## config.mk

```make
export PLATFORM = sky130hd
export DESIGN_NAME = lph_queue
export DESIGN_NICKNAME = d
export VERILOG_FILES = /design/src/hw/rtl/lph_queue.sv
export SDC_FILE = /design/constraint.sdc
export NUM_CORES = 1
export LEC_CHECK = 0
export BUFFER_PORTS_ARGS = -buffer_cell sky130_fd_sc_hd__buf_4
export CAP_MARGIN = 40
export CORE_UTILIZATION = 40
export DETAILED_ROUTE_END_ITERATION = 16
export PLACE_DENSITY = 0.72
export SYNTH_ARGS = -nofsm -noshare
export SYNTH_HDL_FRONTEND = slang
export SYNTH_SLANG_ARGS = --single-unit
export TNS_END_PERCENT = 50
```

## constraint.sdc

```tcl
create_clock -name clk -period 2.8 [get_ports clk]
set_input_delay 0.56 -clock clk [delete_from_list [all_inputs] [get_ports clk]]
set_output_delay 0.56 -clock clk [all_outputs]
set_load 0.05 [all_outputs]
```

## src/hw/rtl/lph_queue.sv

```systemverilog
// ----------------------------------------------------------------------------
// lph_queue
// Two-entry FIFO between the decode front and the execution back end.
// ----------------------------------------------------------------------------
module lph_queue #(
  parameter int W = 8
) (
  input  logic         clk,
  input  logic         rst,
  input  logic         push_valid,
  output logic         push_ready,
  input  logic [W-1:0] push_data,
  output logic         pop_valid,
  input  logic         pop_ready,
  output logic [W-1:0] pop_data
);

  logic [W-1:0] entry [2];
  logic         wr_ptr;
  logic         rd_ptr;
  logic [1:0]   fill;

  logic do_push;
  logic do_pop;

  assign push_ready = (fill != 2'd2);
  assign pop_valid  = (fill != 2'd0);
  assign pop_data   = entry[rd_ptr];
  assign do_push    = push_valid && push_ready;
  assign do_pop     = pop_valid && pop_ready;

  always_ff @(posedge clk) begin
    if (do_push) begin
      entry[wr_ptr] <= push_data;
    end
  end

  always_ff @(posedge clk) begin
    if (rst) begin
      wr_ptr <= 1'b0;
      rd_ptr <= 1'b0;
      fill   <= 2'd0;
    end else begin
      if (do_push) begin
        wr_ptr <= ~wr_ptr;
      end
      if (do_pop) begin
        rd_ptr <= ~rd_ptr;
      end
      case ({do_push, do_pop})
        2'b10:   fill <= fill + 2'd1;
        2'b01:   fill <= fill - 2'd1;
        default: fill <= fill;
      endcase
    end
  end

endmodule

```

## After elaboration in Yosys (flattened, before gate mapping)

Memories as Yosys holds them, arrays and structs flattened. A register that Yosys moved wholly into a read port is not among the register bits.
Index checks and enable logic that the tools add are counted.

- Register bits after elaboration: 4
- Memory bits (writable): 16
- Input bits: 12
- Memories kept: 1

Memories:

| name | words | width | read ports | clocked after memory_dff | wr ports | line | text |
|---|---|---|---|---|---|---|---|
| entry | 2 | 8 | 1 | 1 | 1 | 18 | `logic [W-1:0] entry [2];` |

- $add $sub $neg: 2
- Eq/ne operators: 3
- Muxes and demuxes: 5
- Bitwise operators: 2
- Reductions and logical operators: 4

Operators with widths:

| operator | count |
|---|---|
| $mux W1 | 4 |
| $pmux W2 S2 | 1 |
| $reduce_bool A2 Y1 | 2 |
| $add A2 B1 Y2 const B | 1 |
| $eq A2 B1 Y1 const B | 1 |
| $eq A2 B2 Y1 const B | 1 |
| $logic_and A1 B1 Y1 | 2 |
| $ne A2 B2 Y1 const B | 1 |
| $not A1 Y1 | 2 |
| $sub A2 B1 Y2 const B | 1 |

## Logic depth before layout (Yosys ltp)

- Word-level depth: 4
- Gate-level depth with buffers: 6
- Depth with buffers taken out: 6

## Worst setup path after synthesis

OpenSTA, ideal clock, no wires.

- Kind: reg-to-reg
- Start point: register fill[0]
- End point: register fill[1]
- Arrival time: 1.772 ns
- Setup slack: 0.958 ns
- Cell stages (with the launch flop): 6
- Buffers on the path: 0
- Period minus slack after synthesis: 1.842 ns
- Cells stage by stage: dfxtp_1 > nand2b_1 > nand2_1 > ha_1 > or3_1 > a21oi_1

- Cells in the longest elaborated chain, start to end: 4
- Elaborated cells between the ends (all ways): 10

Ends and longest elaborated chain:

| what | line | text |
|---|---|---|
| start, declared | 21 | `logic [1:0] fill;` |
| start signal, assigned | 51 | `2'b10: fill <= fill + 2'd1;` |
| start signal, assigned | 52 | `2'b01: fill <= fill - 2'd1;` |
| start signal, assigned | 53 | `default: fill <= fill;` |
| $ne A2 B2 Y1 (*) | 26 | `assign push_ready = (fill != 2'd2);` |
| via push_ready | 11 | `output logic push_ready,` |
| $logic_and A1 B1 Y1 (*) | 29 | `assign do_push = push_valid && push_ready;` |
| $eq A2 B1 Y1 / $eq A2 B2 Y1 (equally long branches) | 50 | `case ({do_push, do_pop})` |
| $pmux W2 S2 / $reduce_bool A2 Y1 (equally long branches) | n/a |  |

The timed path passes the listed nets; every way through them passes the cells marked *.
A chain may end at the register's enable or synchronous reset.

==> results.md <==
* Status: finished clean
* Sequential-to-total area share from yosys stat at 0.727
* Sink count of the clock tree at 21
* Wire length of the first global-routing pass at 1.70 mm
* Kind of cell adding the most delay to the critical path: flip-flops
* Reg-to-reg slack, setup at 1210 ps
* End point of the most critical hold path: wr_ptr
* Post-synthesis share of cell area spent on and, or, nand and nor gates at 0.0596
* Tightest slew margin relative to the limit at 0.753
* Total grt overflow at 0
* Path type of the worst min-delay path: in -> reg
* Number of distinct library cells after synthesis at 19
* DR vias at 456
* Power after layout at 1.06 mW
* Total of warnings raised by yosys at 0
* Sw power at 427 uW
* Cell-by-cell trace of the critical path: mux2_2, buf_4
* Total length of routed wires at 1.13 mm
* Slew of the pin with the lowest slew margin at 371 ps
* H-tree level count at 1
* Post-synthesis adder-cell area fraction at 0.0157
* Most common cell after layout, fill and taps aside: buf_4
* Post-CTS Hold Fix Bufs at 0
* Top fanout value on the critical path at 8
* Maximum vdd drop at 0.578 mV
* Post-detailed-route via-to-cell ratio at 4.65
* Max-cap check violation count at 0
* Commonest cells after routing, fill and taps aside: 21 x buf_4, 16 x edfxtp_1, 8 x mux2_2
* Overall fraction of global-route tracks in use at 0.117
* Height of the die at 46.7 um
* Number of buffers inserted during clock tree synthesis at 3
* Clock tree from TritonCTS: yes
* Final Hold Violating Endpoints at 0
* Starting density of the core at 0.443
* Fraction of final layout cells sized beyond drive strength 1 at 0.479
* Total standard cell area after synthesis at 798 sq um
* Max frequency at 0.506 GHz
* Clock transition time at the flip-flop clock pins of the worst setup and hold paths at 120 ps
* Antenna viol nets, final at 0
* Start point of the worst min-delay path: rst
* Cell at the root of the clock tree: clkbuf_4
* Number of inserted diodes at 0
* Largest family of logic cells by synthesized area: multiplexers
* Crit path launch type: flop
* Final weighted congestion in routability-driven placement at 0.639
* Final core utilization at 0.560
* Switching power as a share of total power at 0.403
* Area Growth Syn to Fin at 26.5%
* Horizontal extent of the die at 46.7 um
* Worst path max stage delay at 550 ps
* Number of post-CTS setup repair buffers at 0
* Number of buffers on the longest clock path at 2
* Share of power burned in combinational logic at 0.449
* Arr. time, crit path at 1420 ps
* Shortest period the worst path allows at 1980 ps
* Synth Instances at 49
* Instance count on the critical path at 2
* Part of the cycle the worst path needs at 0.706
* Maximum number of pins on one net before global-route repair at 13
* Iter 0 DRT Violations at 10
* Proportion of netlist area held by the largest area contributor at 0.602
* Complex-gate fraction of the synthesized area at 0.0408
* Critical path required time at 2240 ps
* Critical-path cell with the highest stage delay: dfxtp_1
* Vias in the first global route at 423
* Number of stages on the worst hold path at 2
* Post-synthesis sequential element count at 21
* Max Transition Viols Final at 0
* Multiplexer share of the synthesized area at 0.113
* Power density relative to cell area at 1050 nW/um^2
* Fraction of power consumed by the clock network at 0.131
* Setup Skew at 10.7 ps
* Initial antenna violation count at 0
* # resized after CTS at 0
* Area share of xor/xnor cells in the synthesized design at 0.0329
* Internal Pwr Total at 632 uW
* Mapped Nets at 62
* Critical path buffers and inverters at 1
* Largest area contributor in the netlist: edfxtp_1
* Area inside the core boundary at 1800 sq um
* Std-Cell Rows at 15
* Synth area leaders: edfxtp_1 60%, dfxtp_1 13%, mux2_2 11%, xnor2_1 2.2%, ha_1 1.6%
* Worst Setup End Kind: output port
* Origin of the critical flop-to-flop path: fill[0]
* Sequential share of power at 0.420
* TNS Setup at 0 ps
* Total setup violations reported at the end of the flow at 0
* Average cell area after synthesis at 16.3 sq um
* CP Class: reg -> out
* Detail Placement HPWL at 824 um
* Final routed wire length divided by cell count at 11.5 um
* Die Outline Area at 2180 sq um
* Clock latency on the worst-skew pair at 300 ps
* Number of top-level pins at 22
* Leakage power total at 0.395 nW
* Final routed DRC violation total at 0
* Number of cells traversed by the worst register-to-register path at 5
* First-pass DRT Iterations at 4
* Setup repair after global routing missed its margin: no
* Crit Reg-Reg Endpoint: fill[1]
* Total number of nets in the final design at 87
* Port Buffer Count at 21
==> per-layer routing <==
metal | vias up | part of all wire | global-route usage
met1 | 211 | 0.42 | 0.117
met5 | - | 0 | 0
met2 | 17 | 0.50 | 0.211
li1 | 228 | - | -
met3 | 0 | 0.076 | 0.0471
met4 | 0 | 0 | 0.0514
==> synth_stat cells <==
master,count
a21bo_2,1
a21oi_1,2
and3_1,1
buf_2,1
dfxtp_1,5
edfxtp_1,16
ha_1,1
inv_1,1
mux2_2,8
nand2_1,1
nand2b_1,1
nand3b_1,1
nor2_1,3
o21a_1,1
o21ai_0,1
or2_2,1
or3_1,1
xnor2_1,2
xor2_1,1
==> registers in the layout, summed over array words and instances (netlist names), named ones only <==
register and flops:
entry 16, fill 2, rd_ptr 1, wr_ptr 1
==> worst max-delay path by stage <==
| stage | start | end | slack [ps] |
|---|---|---|---|
| 2_1_floorplan | fill[0] | fill[1] | 960 |
| 3_3_place_gp | pop_ready | fill[1] | 1140 |
| 3_5_place_dp | pop_ready | fill[1] | 1110 |
| 4_1_cts | flop | pop_data[6] | 810 |
| 5_1_grt | flop | pop_data[1] | 730 |
| 6_report | flop | pop_data[6] | 820 |
==> metrics by stage <==
| step | worst slack [ps] | instances | hold WS, ps | area, sq um |
|---|---|---|---|---|
| floorplan | 958 | 49 | 474 | 798 |
| global placement | 1140 | 94 | 497 | 982 |
| detailed placement | 1110 | 94 | 497 | 982 |
| CTS | 812 | 98 | 439 | 1010 |
| global route | 728 | 98 | 414 | 1010 |
| finish | 824 | 98 | 439 | 1010 |
==> cell families after synthesis <==
logic type               Yosys count
flip-flops                        21
AND/OR/NAND/NOR                    9
multiplexers                       8
AO/OA/AOI/OAI                      5
XOR/XNOR                           3
buffers and inverters              2
adder cells (fa/ha/maj)            1
==> worst reg2reg max path, delay by kind of cell (launching register included) <==
family          cells  cell delay, ps
compound gates      1             140
fa+ha+maj           1             310
flops               1             430
simple gates        3             650
==> final cells by class <==
cell class                 instances  area (sq um)
fill                             168           792
sequential                        21           581
multi-input combinational         26           209
timing repair buffer              21           158
tap                               25          31.3
clock buffer                       3          22.5
clock inverter                     1          5.00
inverter                           1          3.75
==> power groups by stage <==
| stage | clock network (mW) | registers, mW | logic (mW) |
|---|---|---|---|
| 2_1_floorplan | 0 | 0.428 | 0.379 |
| 3_3_place_gp | 0 | 0.450 | 0.474 |
| 3_5_place_dp | 0 | 0.452 | 0.479 |
| 4_1_cts | 0.140 | 0.446 | 0.480 |
| 5_1_grt | 0.158 | 0.454 | 0.505 |
| 6_report | 0.138 | 0.445 | 0.476 |
Power figures use the tool's default switching activity.
