### config.mk
export PLATFORM = sky130hd
export DESIGN_NAME = lph_front
export DESIGN_NICKNAME = d
export VERILOG_FILES = /design/src/hw/rtl/lph_pkg.sv /design/src/hw/rtl/lph_front.sv
export SDC_FILE = /design/constraint.sdc
export NUM_CORES = 1
export LEC_CHECK = 0
export CORE_UTILIZATION = 50
export CTS_CLUSTER_DIAMETER = 30
export DETAILED_ROUTE_END_ITERATION = 10
export DONT_BUFFER_PORTS = 1
export GPL_TIMING_DRIVEN = 0
export HOLD_SLACK_MARGIN = 0.15
export SLEW_MARGIN = 20
export SYNTH_ARGS = -nofsm -noshare
export SYNTH_HDL_FRONTEND = slang
export SYNTH_SLANG_ARGS = --single-unit
### constraint.sdc
create_clock -name clk -period 5.1 [get_ports clk]
set_input_delay 0.255 -clock clk [delete_from_list [all_inputs] [get_ports clk]]
set_output_delay 0.255 -clock clk [all_outputs]
set_load 0.005 [all_outputs]
### src/hw/rtl/lph_pkg.sv
// ----------------------------------------------------------------------------
// lph_pkg
// Shared constants, codes and types of the linear probing hash table.
// ----------------------------------------------------------------------------
package lph_pkg;

  localparam int SLOTS_DEF      = 64;
  localparam int KEY_BITS_DEF   = 32;
  localparam int VALUE_BITS_DEF = 32;

  localparam int CFG_W     = 7;
  localparam int CFG_IDX_W = 1;
  localparam int OPC_W     = 3;
  localparam int STAT_W    = 2;

  // configuration register indexes
  localparam logic [CFG_IDX_W-1:0] REG_PROBE_LIMIT = 1'd0;
  localparam logic [CFG_IDX_W-1:0] REG_LOAD_THR    = 1'd1;

  localparam logic [CFG_W-1:0] PROBE_LIMIT_RST = 7'd8;
  localparam logic [CFG_W-1:0] LOAD_THR_RST    = 7'd48;

  // opcodes
  localparam logic [OPC_W-1:0] OP_LOOKUP = 3'd0;
  localparam logic [OPC_W-1:0] OP_INSERT = 3'd1;
  localparam logic [OPC_W-1:0] OP_WRITE  = 3'd2;
  localparam logic [OPC_W-1:0] OP_REMOVE = 3'd3;
  localparam logic [OPC_W-1:0] OP_CLEAR  = 3'd4;
  localparam logic [OPC_W-1:0] OP_SCAN   = 3'd5;

  // result status
  localparam logic [STAT_W-1:0] ST_FOUND    = 2'd0;
  localparam logic [STAT_W-1:0] ST_INSERTED = 2'd1;
  localparam logic [STAT_W-1:0] ST_MISS     = 2'd2;
  localparam logic [STAT_W-1:0] ST_FULL     = 2'd3;

  // operation class handed from front to back
  typedef enum logic [2:0] {
    CLS_LOOKUP = 3'd0,
    CLS_INSERT = 3'd1,
    CLS_WRITE  = 3'd2,
    CLS_REMOVE = 3'd3,
    CLS_CLEAR  = 3'd4,
    CLS_SCAN   = 3'd5,
    CLS_NOP    = 3'd6
  } op_cls_t;

endpackage

### src/hw/rtl/lph_front.sv
// ----------------------------------------------------------------------------
// lph_front
// Takes input beats, decodes the opcode and computes the home slot
// (key mod SLOTS), one hex digit per cycle unless SLOTS is a power of two.
// ----------------------------------------------------------------------------
module lph_front #(
  parameter int SLOTS      = lph_pkg::SLOTS_DEF,
  parameter int KEY_BITS   = lph_pkg::KEY_BITS_DEF,
  parameter int VALUE_BITS = lph_pkg::VALUE_BITS_DEF,
  localparam int SLOT_W    = $clog2(SLOTS),
  localparam int QW        = 3 + KEY_BITS + VALUE_BITS + 2 * SLOT_W
) (
  input  logic                    clk,
  input  logic                    rst,
  input  logic                    in_valid,
  output logic                    in_ready,
  input  logic [lph_pkg::OPC_W-1:0] opcode,
  input  logic [KEY_BITS-1:0]     key,
  input  logic [VALUE_BITS-1:0]   store_value,
  input  logic [SLOT_W-1:0]       slot_index,
  output logic                    push_valid,
  input  logic                    push_ready,
  output logic [QW-1:0]           push_data
);

  localparam bit POW2   = (SLOTS & (SLOTS - 1)) == 0;
  localparam int EXT_W  = (KEY_BITS > SLOT_W) ? KEY_BITS : SLOT_W;
  localparam int DIG_N  = (EXT_W + 3) / 4;
  localparam int PAD_W  = DIG_N * 4;
  localparam int DIG_W  = $clog2(DIG_N);
  localparam int T_W    = SLOT_W + 4;
  localparam logic [T_W-1:0] M_T = T_W'(SLOTS);

  logic                  full;
  logic                  done;
  lph_pkg::op_cls_t      cls;
  lph_pkg::op_cls_t      cls_next;
  logic [KEY_BITS-1:0]   key_q;
  logic [VALUE_BITS-1:0] nv_q;
  logic [SLOT_W-1:0]     sidx_q;
  logic [SLOT_W-1:0]     rem;
  logic [DIG_W-1:0]      dig;
  logic [PAD_W-1:0]      key_pad;
  logic [PAD_W-1:0]      key_in_pad;
  logic [3:0]            digit;

  // r*16 + d reduced mod SLOTS; input stays below 16*SLOTS
  function automatic logic [SLOT_W-1:0] mod_step(input logic [SLOT_W-1:0] r,
                                                  input logic [3:0] d);
    logic [T_W-1:0] t;
    t = {r, d};
    for (int i = 3; i >= 0; i--) begin
      if (t >= (M_T << i)) begin
        t = t - (M_T << i);
      end
    end
    return t[SLOT_W-1:0];
  endfunction

  always_comb begin
    unique case (opcode)
      lph_pkg::OP_LOOKUP: cls_next = lph_pkg::CLS_LOOKUP;
      lph_pkg::OP_INSERT: cls_next = lph_pkg::CLS_INSERT;
      lph_pkg::OP_WRITE:  cls_next = lph_pkg::CLS_WRITE;
      lph_pkg::OP_REMOVE: cls_next = lph_pkg::CLS_REMOVE;
      lph_pkg::OP_CLEAR:  cls_next = lph_pkg::CLS_CLEAR;
      lph_pkg::OP_SCAN:   cls_next = lph_pkg::CLS_SCAN;
      default:            cls_next = lph_pkg::CLS_NOP;
    endcase
  end

  assign key_in_pad = PAD_W'(key);
  assign key_pad    = PAD_W'(key_q);
  // most significant digit first
  assign digit      = key_pad[(PAD_W - 4 - 4 * int'(dig)) +: 4];

  assign in_ready   = !full;
  assign push_valid = full && done;
  assign push_data  = {cls, key_q, nv_q, sidx_q, rem};

  always_ff @(posedge clk) begin
    if (in_valid && in_ready) begin
      cls    <= cls_next;
      key_q  <= key;
      nv_q   <= store_value;
      sidx_q <= slot_index;
      dig    <= '0;
      rem    <= POW2 ? key_in_pad[SLOT_W-1:0] : '0;
    end else if (full && !done) begin
      rem <= mod_step(rem, digit);
      dig <= dig + 1'b1;
    end
  end

  always_ff @(posedge clk) begin
    if (rst) begin
      full <= 1'b0;
      done <= 1'b0;
    end else begin
      if (in_valid && in_ready) begin
        full <= 1'b1;
        done <= POW2;
      end else if (full && !done) begin
        if (dig == DIG_W'(DIG_N - 1)) begin
          done <= 1'b1;
        end
      end else if (push_valid && push_ready) begin
        full <= 1'b0;
        done <= 1'b0;
      end
    end
  end

endmodule

# --- Word-level counts from Yosys, hierarchy flattened ---
# Index checks and enable logic that the tools add are counted.
classes:
  add_sub_neg: 6
  order_cmp: 4
  eq_ne: 8
  n_shift: 1
  n_mux: 19
  reduce_logical: 12
ops:
  columns: ["cell", "count"]
  rows:
  - ["$mux W10", 9]
  - ["$shiftx A32 B6 Y4", 1]
  - ["$mux W6", 3]
  - ["$pmux W3 S6", 1]
  - ["$ge A10 B10 Y1 const B", 1]
  - ["$ge A10 B7 Y1 const B", 1]
  - ["$ge A10 B8 Y1 const B", 1]
  - ["$ge A10 B9 Y1 const B", 1]
  - ["$sub A10 B10 Y10 const B", 1]
  - ["$sub A10 B8 Y10 const B", 1]
  - ["$sub A10 B9 Y10 const B", 1]
  - ["$eq A3 B3 Y1 const B", 3]
  - ["$eq A3 B2 Y1 const B", 2]
  - ["$mux W1", 6]
  - ["$sub A5 B5 Y6 const A", 1]
  - ["$sub A6 B1 Y6 const B", 1]
  - ["$logic_and A1 B1 Y1", 4]
  - ["$reduce_and A2 Y1", 2]
  - ["$reduce_bool A2 Y1", 2]
  - ["$add A3 B1 Y3 const B", 1]
  - ["$eq A3 B1 Y1 const B", 1]
  - ["$logic_not A3 Y1", 1]
  - ["$ne A3 B1 Y1 const B", 1]
  - ["$reduce_bool A3 Y1", 1]
  - ["other kinds (2)", 3]
totals:
  regBits: 84
  input_bits: 77
  output_inout_bits: 81
  elab_cells: 58

# --- Logic depth before layout (Yosys ltp) ---
logic_depth:
  ltp_word: 18
  depth_mapped: 5
  depth_no_buf: 4

# --- Worst setup path after synthesis ---
# Ideal clock, no wire load.
synth_path:
  path_kind: "reg2reg"
  from: "register full"
  to: "register rem[0], enable pin"
  setup_time_ns: 0.319
  arrival_time_ns: 2.990
  required_time_ns: 4.781
  path_slack_ns: 1.791
  path_stages_with_launch: 4
  path_buffers: 1
  period_less_slack_ns: 3.309
  path_cell_list: "dfxtp_1 -> nor2b_1 -> clkbuf_1 -> a21o_1"
synth_between:
  elab_chain_cells: 3
  word_cells_on_any_way: 4
  cone_classes: "reduce/logical (4)"
synth_rtl:
  columns: ["element", "line_no", "source"]
  rows:
  - ["from (decl)", "lph_front.sv:34", "logic full;"]
  - ["from (signal assigned)", "lph_front.sv:97", "full <= 1'b0;"]
  - ["from (signal assigned)", "lph_front.sv:101", "full <= 1'b1;"]
  - ["from (signal assigned)", "lph_front.sv:108", "full <= 1'b0;"]
  - ["$logic_not A1 Y1", "lph_front.sv:77", "assign in_ready = !full;"]
  - ["$logic_and A1 B1 Y1", "lph_front.sv:82", "if (in_valid && in_ready) begin"]
  - ["$reduce_bool A2 Y1 (no source line) *", null, null]
  - ["to (signal assigned)", "lph_front.sv:88", "rem <= POW2 ? key_in_pad[SLOT_W-1:0] : '0;"]
  - ["to (signal assigned)", "lph_front.sv:90", "rem <= mod_step(rem, digit);"]
  - ["to (decl)", "lph_front.sv:41", "logic [SLOT_W-1:0] rem;"]
# Every way passes the cells marked *; elsewhere a longest branch is shown, timed or not.
# A chain may end at the register's enable or synchronous reset.

# --- Worst setup path in the final report ---
# Same ends and word-level chain as after synthesis.

==> metrics.md <==
| Metric | Value |
|---|---|
| Status | finished, final reports clean |
| Post-Synthesis Cells | 142 |
| Post-route minimum period | 2.06 ns |
| Die area | 6260 µm² |
| RD Place Congestion | 0.682 |
| Worst path slowest cell | clkbuf_4 |
| WL/cell | 21.5 µm |
| Grt ovf | 0 |
| Slew headroom | 63.0% |
| Share of layout cells above drive strength 1 | 10.7% |
| Post-synthesis simple-gate area fraction | 1.73% |
| Largest net degree at the start of global routing | 43 |
| Fill count | 364 |
| DRC viols | 0 |
| Detailed Route WL | 6550 µm |
| Total global-route track usage | 21.4% |
| Worst Hold Margin | 0.169 ns |
| Total power | 1.48 mW |
| Std-Cell Rows | 27 |
| Ant. Diodes | 0 |
| Router iterations before antenna repair | 4 |
| Worst Path Arrival | 2.07 ns |
| Largest family of logic cells by synthesized area | multiplexers |
| CP peak stage delay | 0.55 ns |
| Xor and xnor area share after synthesis | 0.295% |
| Post-CTS Setup Repair Bufs | 0 |
| Maximum fanout along the worst path | 42 |
| Port Buffers | 0 |
| Clock Sinks | 84 |
| RSZ-0062 raised after global routing | false |
| Synth top area cells | edfxtp_1, mux2i_1, dfxtp_1 |
| Avg Cell Area, Syn | 20.9 µm² |
| Fin crit share | 40.4% |
| Sequential area share after synthesis | 83.2% |
| Die extent in y | 79.1 µm |
| Total core area | 5610 µm² |
| Flops & latches, synth | 84 |
| Leakage power total | 1.40 nW |
| Endpoint class of the critical path | flip-flop |
| Maxcap violations | 0 |
| Cells along the critical path | nor2b_1 -> clkbuf_4 -> buf_12 -> a21o_1 |
| Clock transition at path regs | 0.09 ns |
| Vias | 1645 |
| Post-synthesis adder-cell area fraction | 0.842% |
| Critical Path RT | 5.11 ns |
| Synth-to-Final Area Change | 35.4% |
| CP startpoint kind | flip-flop |
| Num CTS Buffers | 9 |
| Hold_buf cts | 74 |
| Synth warnings | 0 |
| Post-synthesis compound-gate area fraction | 2.31% |
| Non-filler cells, final | 305 |
| Pwr dens | 367 nW/µm² |
| Hold Fails Final Rpt | 0 |
| CP Class | flip-flop to flip-flop |
| Proportion of synthesized area in mux cells | 9.85% |
| Detailed router's first-iteration violation count | 86 |
| Via-per-instance ratio | 5.39 |
| H-tree levels | 3 |
| Yosys cell types | 23 |
| Die W | 79.1 µm |
| Post-CTS sizing | 0 |
| Yosys top cell by area | edfxtp_1 |
| Clk buf depth | 2 |
| Root buffer cell | clkbuf_8 |
| Global-route wire length before repair | 9360 µm |
| Worst-Margin Slew | 0.555 ns |
| Post-synth EDFFs | 79 |
| Mapped Area | 2970 µm² |
| Post-synth ARST share | 0% |
| Post-DP HPWL | 3960 µm |
| Initial Util | 53.0% |
| Initial antenna violation count | 0 |
| Worst Clk Skew | 0.0143 ns |
| Final setup fails | 0 |
| I/O pins | 158 |
| Final-stage net count | 307 |
| Synth Flop Type | edfxtp_1 |
| Vias in the first global route | 1781 |
| Clk_lat worst skew | 0.34 ns |
| Sum Neg Setup Slack | 0 ns |
| Maximum vdd drop | 0.224 mV |
| HP Class | primary input to flip-flop |
| Post-synth top area share | 79.8% |
| Synthesized net count | 221 |
| Post-DRT Antenna Nets | 0 |
| Max frequency | 486 MHz |
| CTS tree | built |
| Post-Place Cells | 215 |
| Pins Over Slew Limit | 0 |
layer usage:
layer / up-vias / track usage (%) / routed length, µm
met1: 816 / 23.1 / 2340
li1: 727 / - / -
met4: 0 / 9.82 / 78
met5: - / 0 / 0
met2: 93 / 38.2 / 3660
met3: 9 / 6.55 / 477
power breakdown:
group | switching, mW | internal, mW | leakage, nW
clock | 0.238 | 0.228 | 0.0899
sequential | 0.0376 | 0.815 | 0.797
combinational | 0.0689 | 0.0903 | 0.516
total | 0.345 | 1.13 | 1.40
layout by cell type (no fill, tap or decap), types with 2 or more instances in the layout:
cell type	Yosys	final
dlygate4sd3_1	0	74
mux4_2	4	4
ha_1	2	2
mux2_2	2	2
dfxtp_1	5	5
nand2_1	7	7
inv_6	0	2
clkbuf_8	0	9
clkbuf_1	4	3
buf_12	1	2
edfxtp_1	79	79
nor2_1	2	2
o21ai_1	4	4
clkinv_1	1	2
o22ai_1	3	3
clkinvlp_4	0	3
mux2i_1	18	18
sequential cells by signal, indices dropped and copies added, names as in the netlist:
signal,count
rem,6
done,1
cls,3
key_pad,32
full,1
sidx_q,6
nv_q,32
dig,3
cell usage after synthesis (all sizes together) (2+ instances only):
library cell   n
buf            2
clkbuf         4
dfxtp          5
edfxtp        79
ha             2
mux2           2
mux2i         18
mux4           4
nand2          7
nor2           2
o21ai          4
o22ai          3
per-stage QoR:
stage	utilization, %	setup slack (ns)	instance area, µm²
after floorplan	-	1.79	2970
after global placement	54.6	1.13	3060
after detailed placement	55.0	3.06	3090
after CTS	71.8	3.04	4030
after global routing	71.8	2.89	4030
final	71.8	3.04	4030
area by class of cell:
| type | count | area, µm² | area share [%] |
|---|---|---|---|
| clock inverters | 7 | 73.8 | 1.83 |
| repair buffers | 75 | 761 | 18.9 |
| inverters | 2 | 7.51 | 0.187 |
| well taps | 72 | 90.1 | 2.24 |
| multi-input cells | 50 | 447 | 11.1 |
| clock buffers | 9 | 124 | 3.08 |
| flip-flops and latches | 84 | 2470 | 61.4 |
| plain buffers | 6 | 50.0 | 1.24 |
cell families (layout without fill, tap and decap cells):
kind of cell	count (synthesis)	after routing
mux	24	24
compound gates	11	11
buf+inv	8	99
xor+xnor	1	1
simple gates	12	12
fa+ha+maj	2	2
flops	84	84
worst paths after layout:
kind	start	endpoint	slack, ns	cells after the start
setup reg to reg	full	rem[0]	3.04	4
hold / removal	push_ready	done	0.17	2
hold reg to reg	full	full	0.61	2
setup / recovery	full	rem[0]	3.04	4
worst max-delay path: cells and delay by family, from the launching register on:
| family | cells | cell delay (ns) |
|---|---|---|
| AOI/OAI and AO/OA | 1 | 0.29 |
| buffers and inverters | 2 | 0.85 |
| DFF | 1 | 0.35 |
| and+or+nand+nor | 1 | 0.22 |
Power figures use the tool's default switching activity.
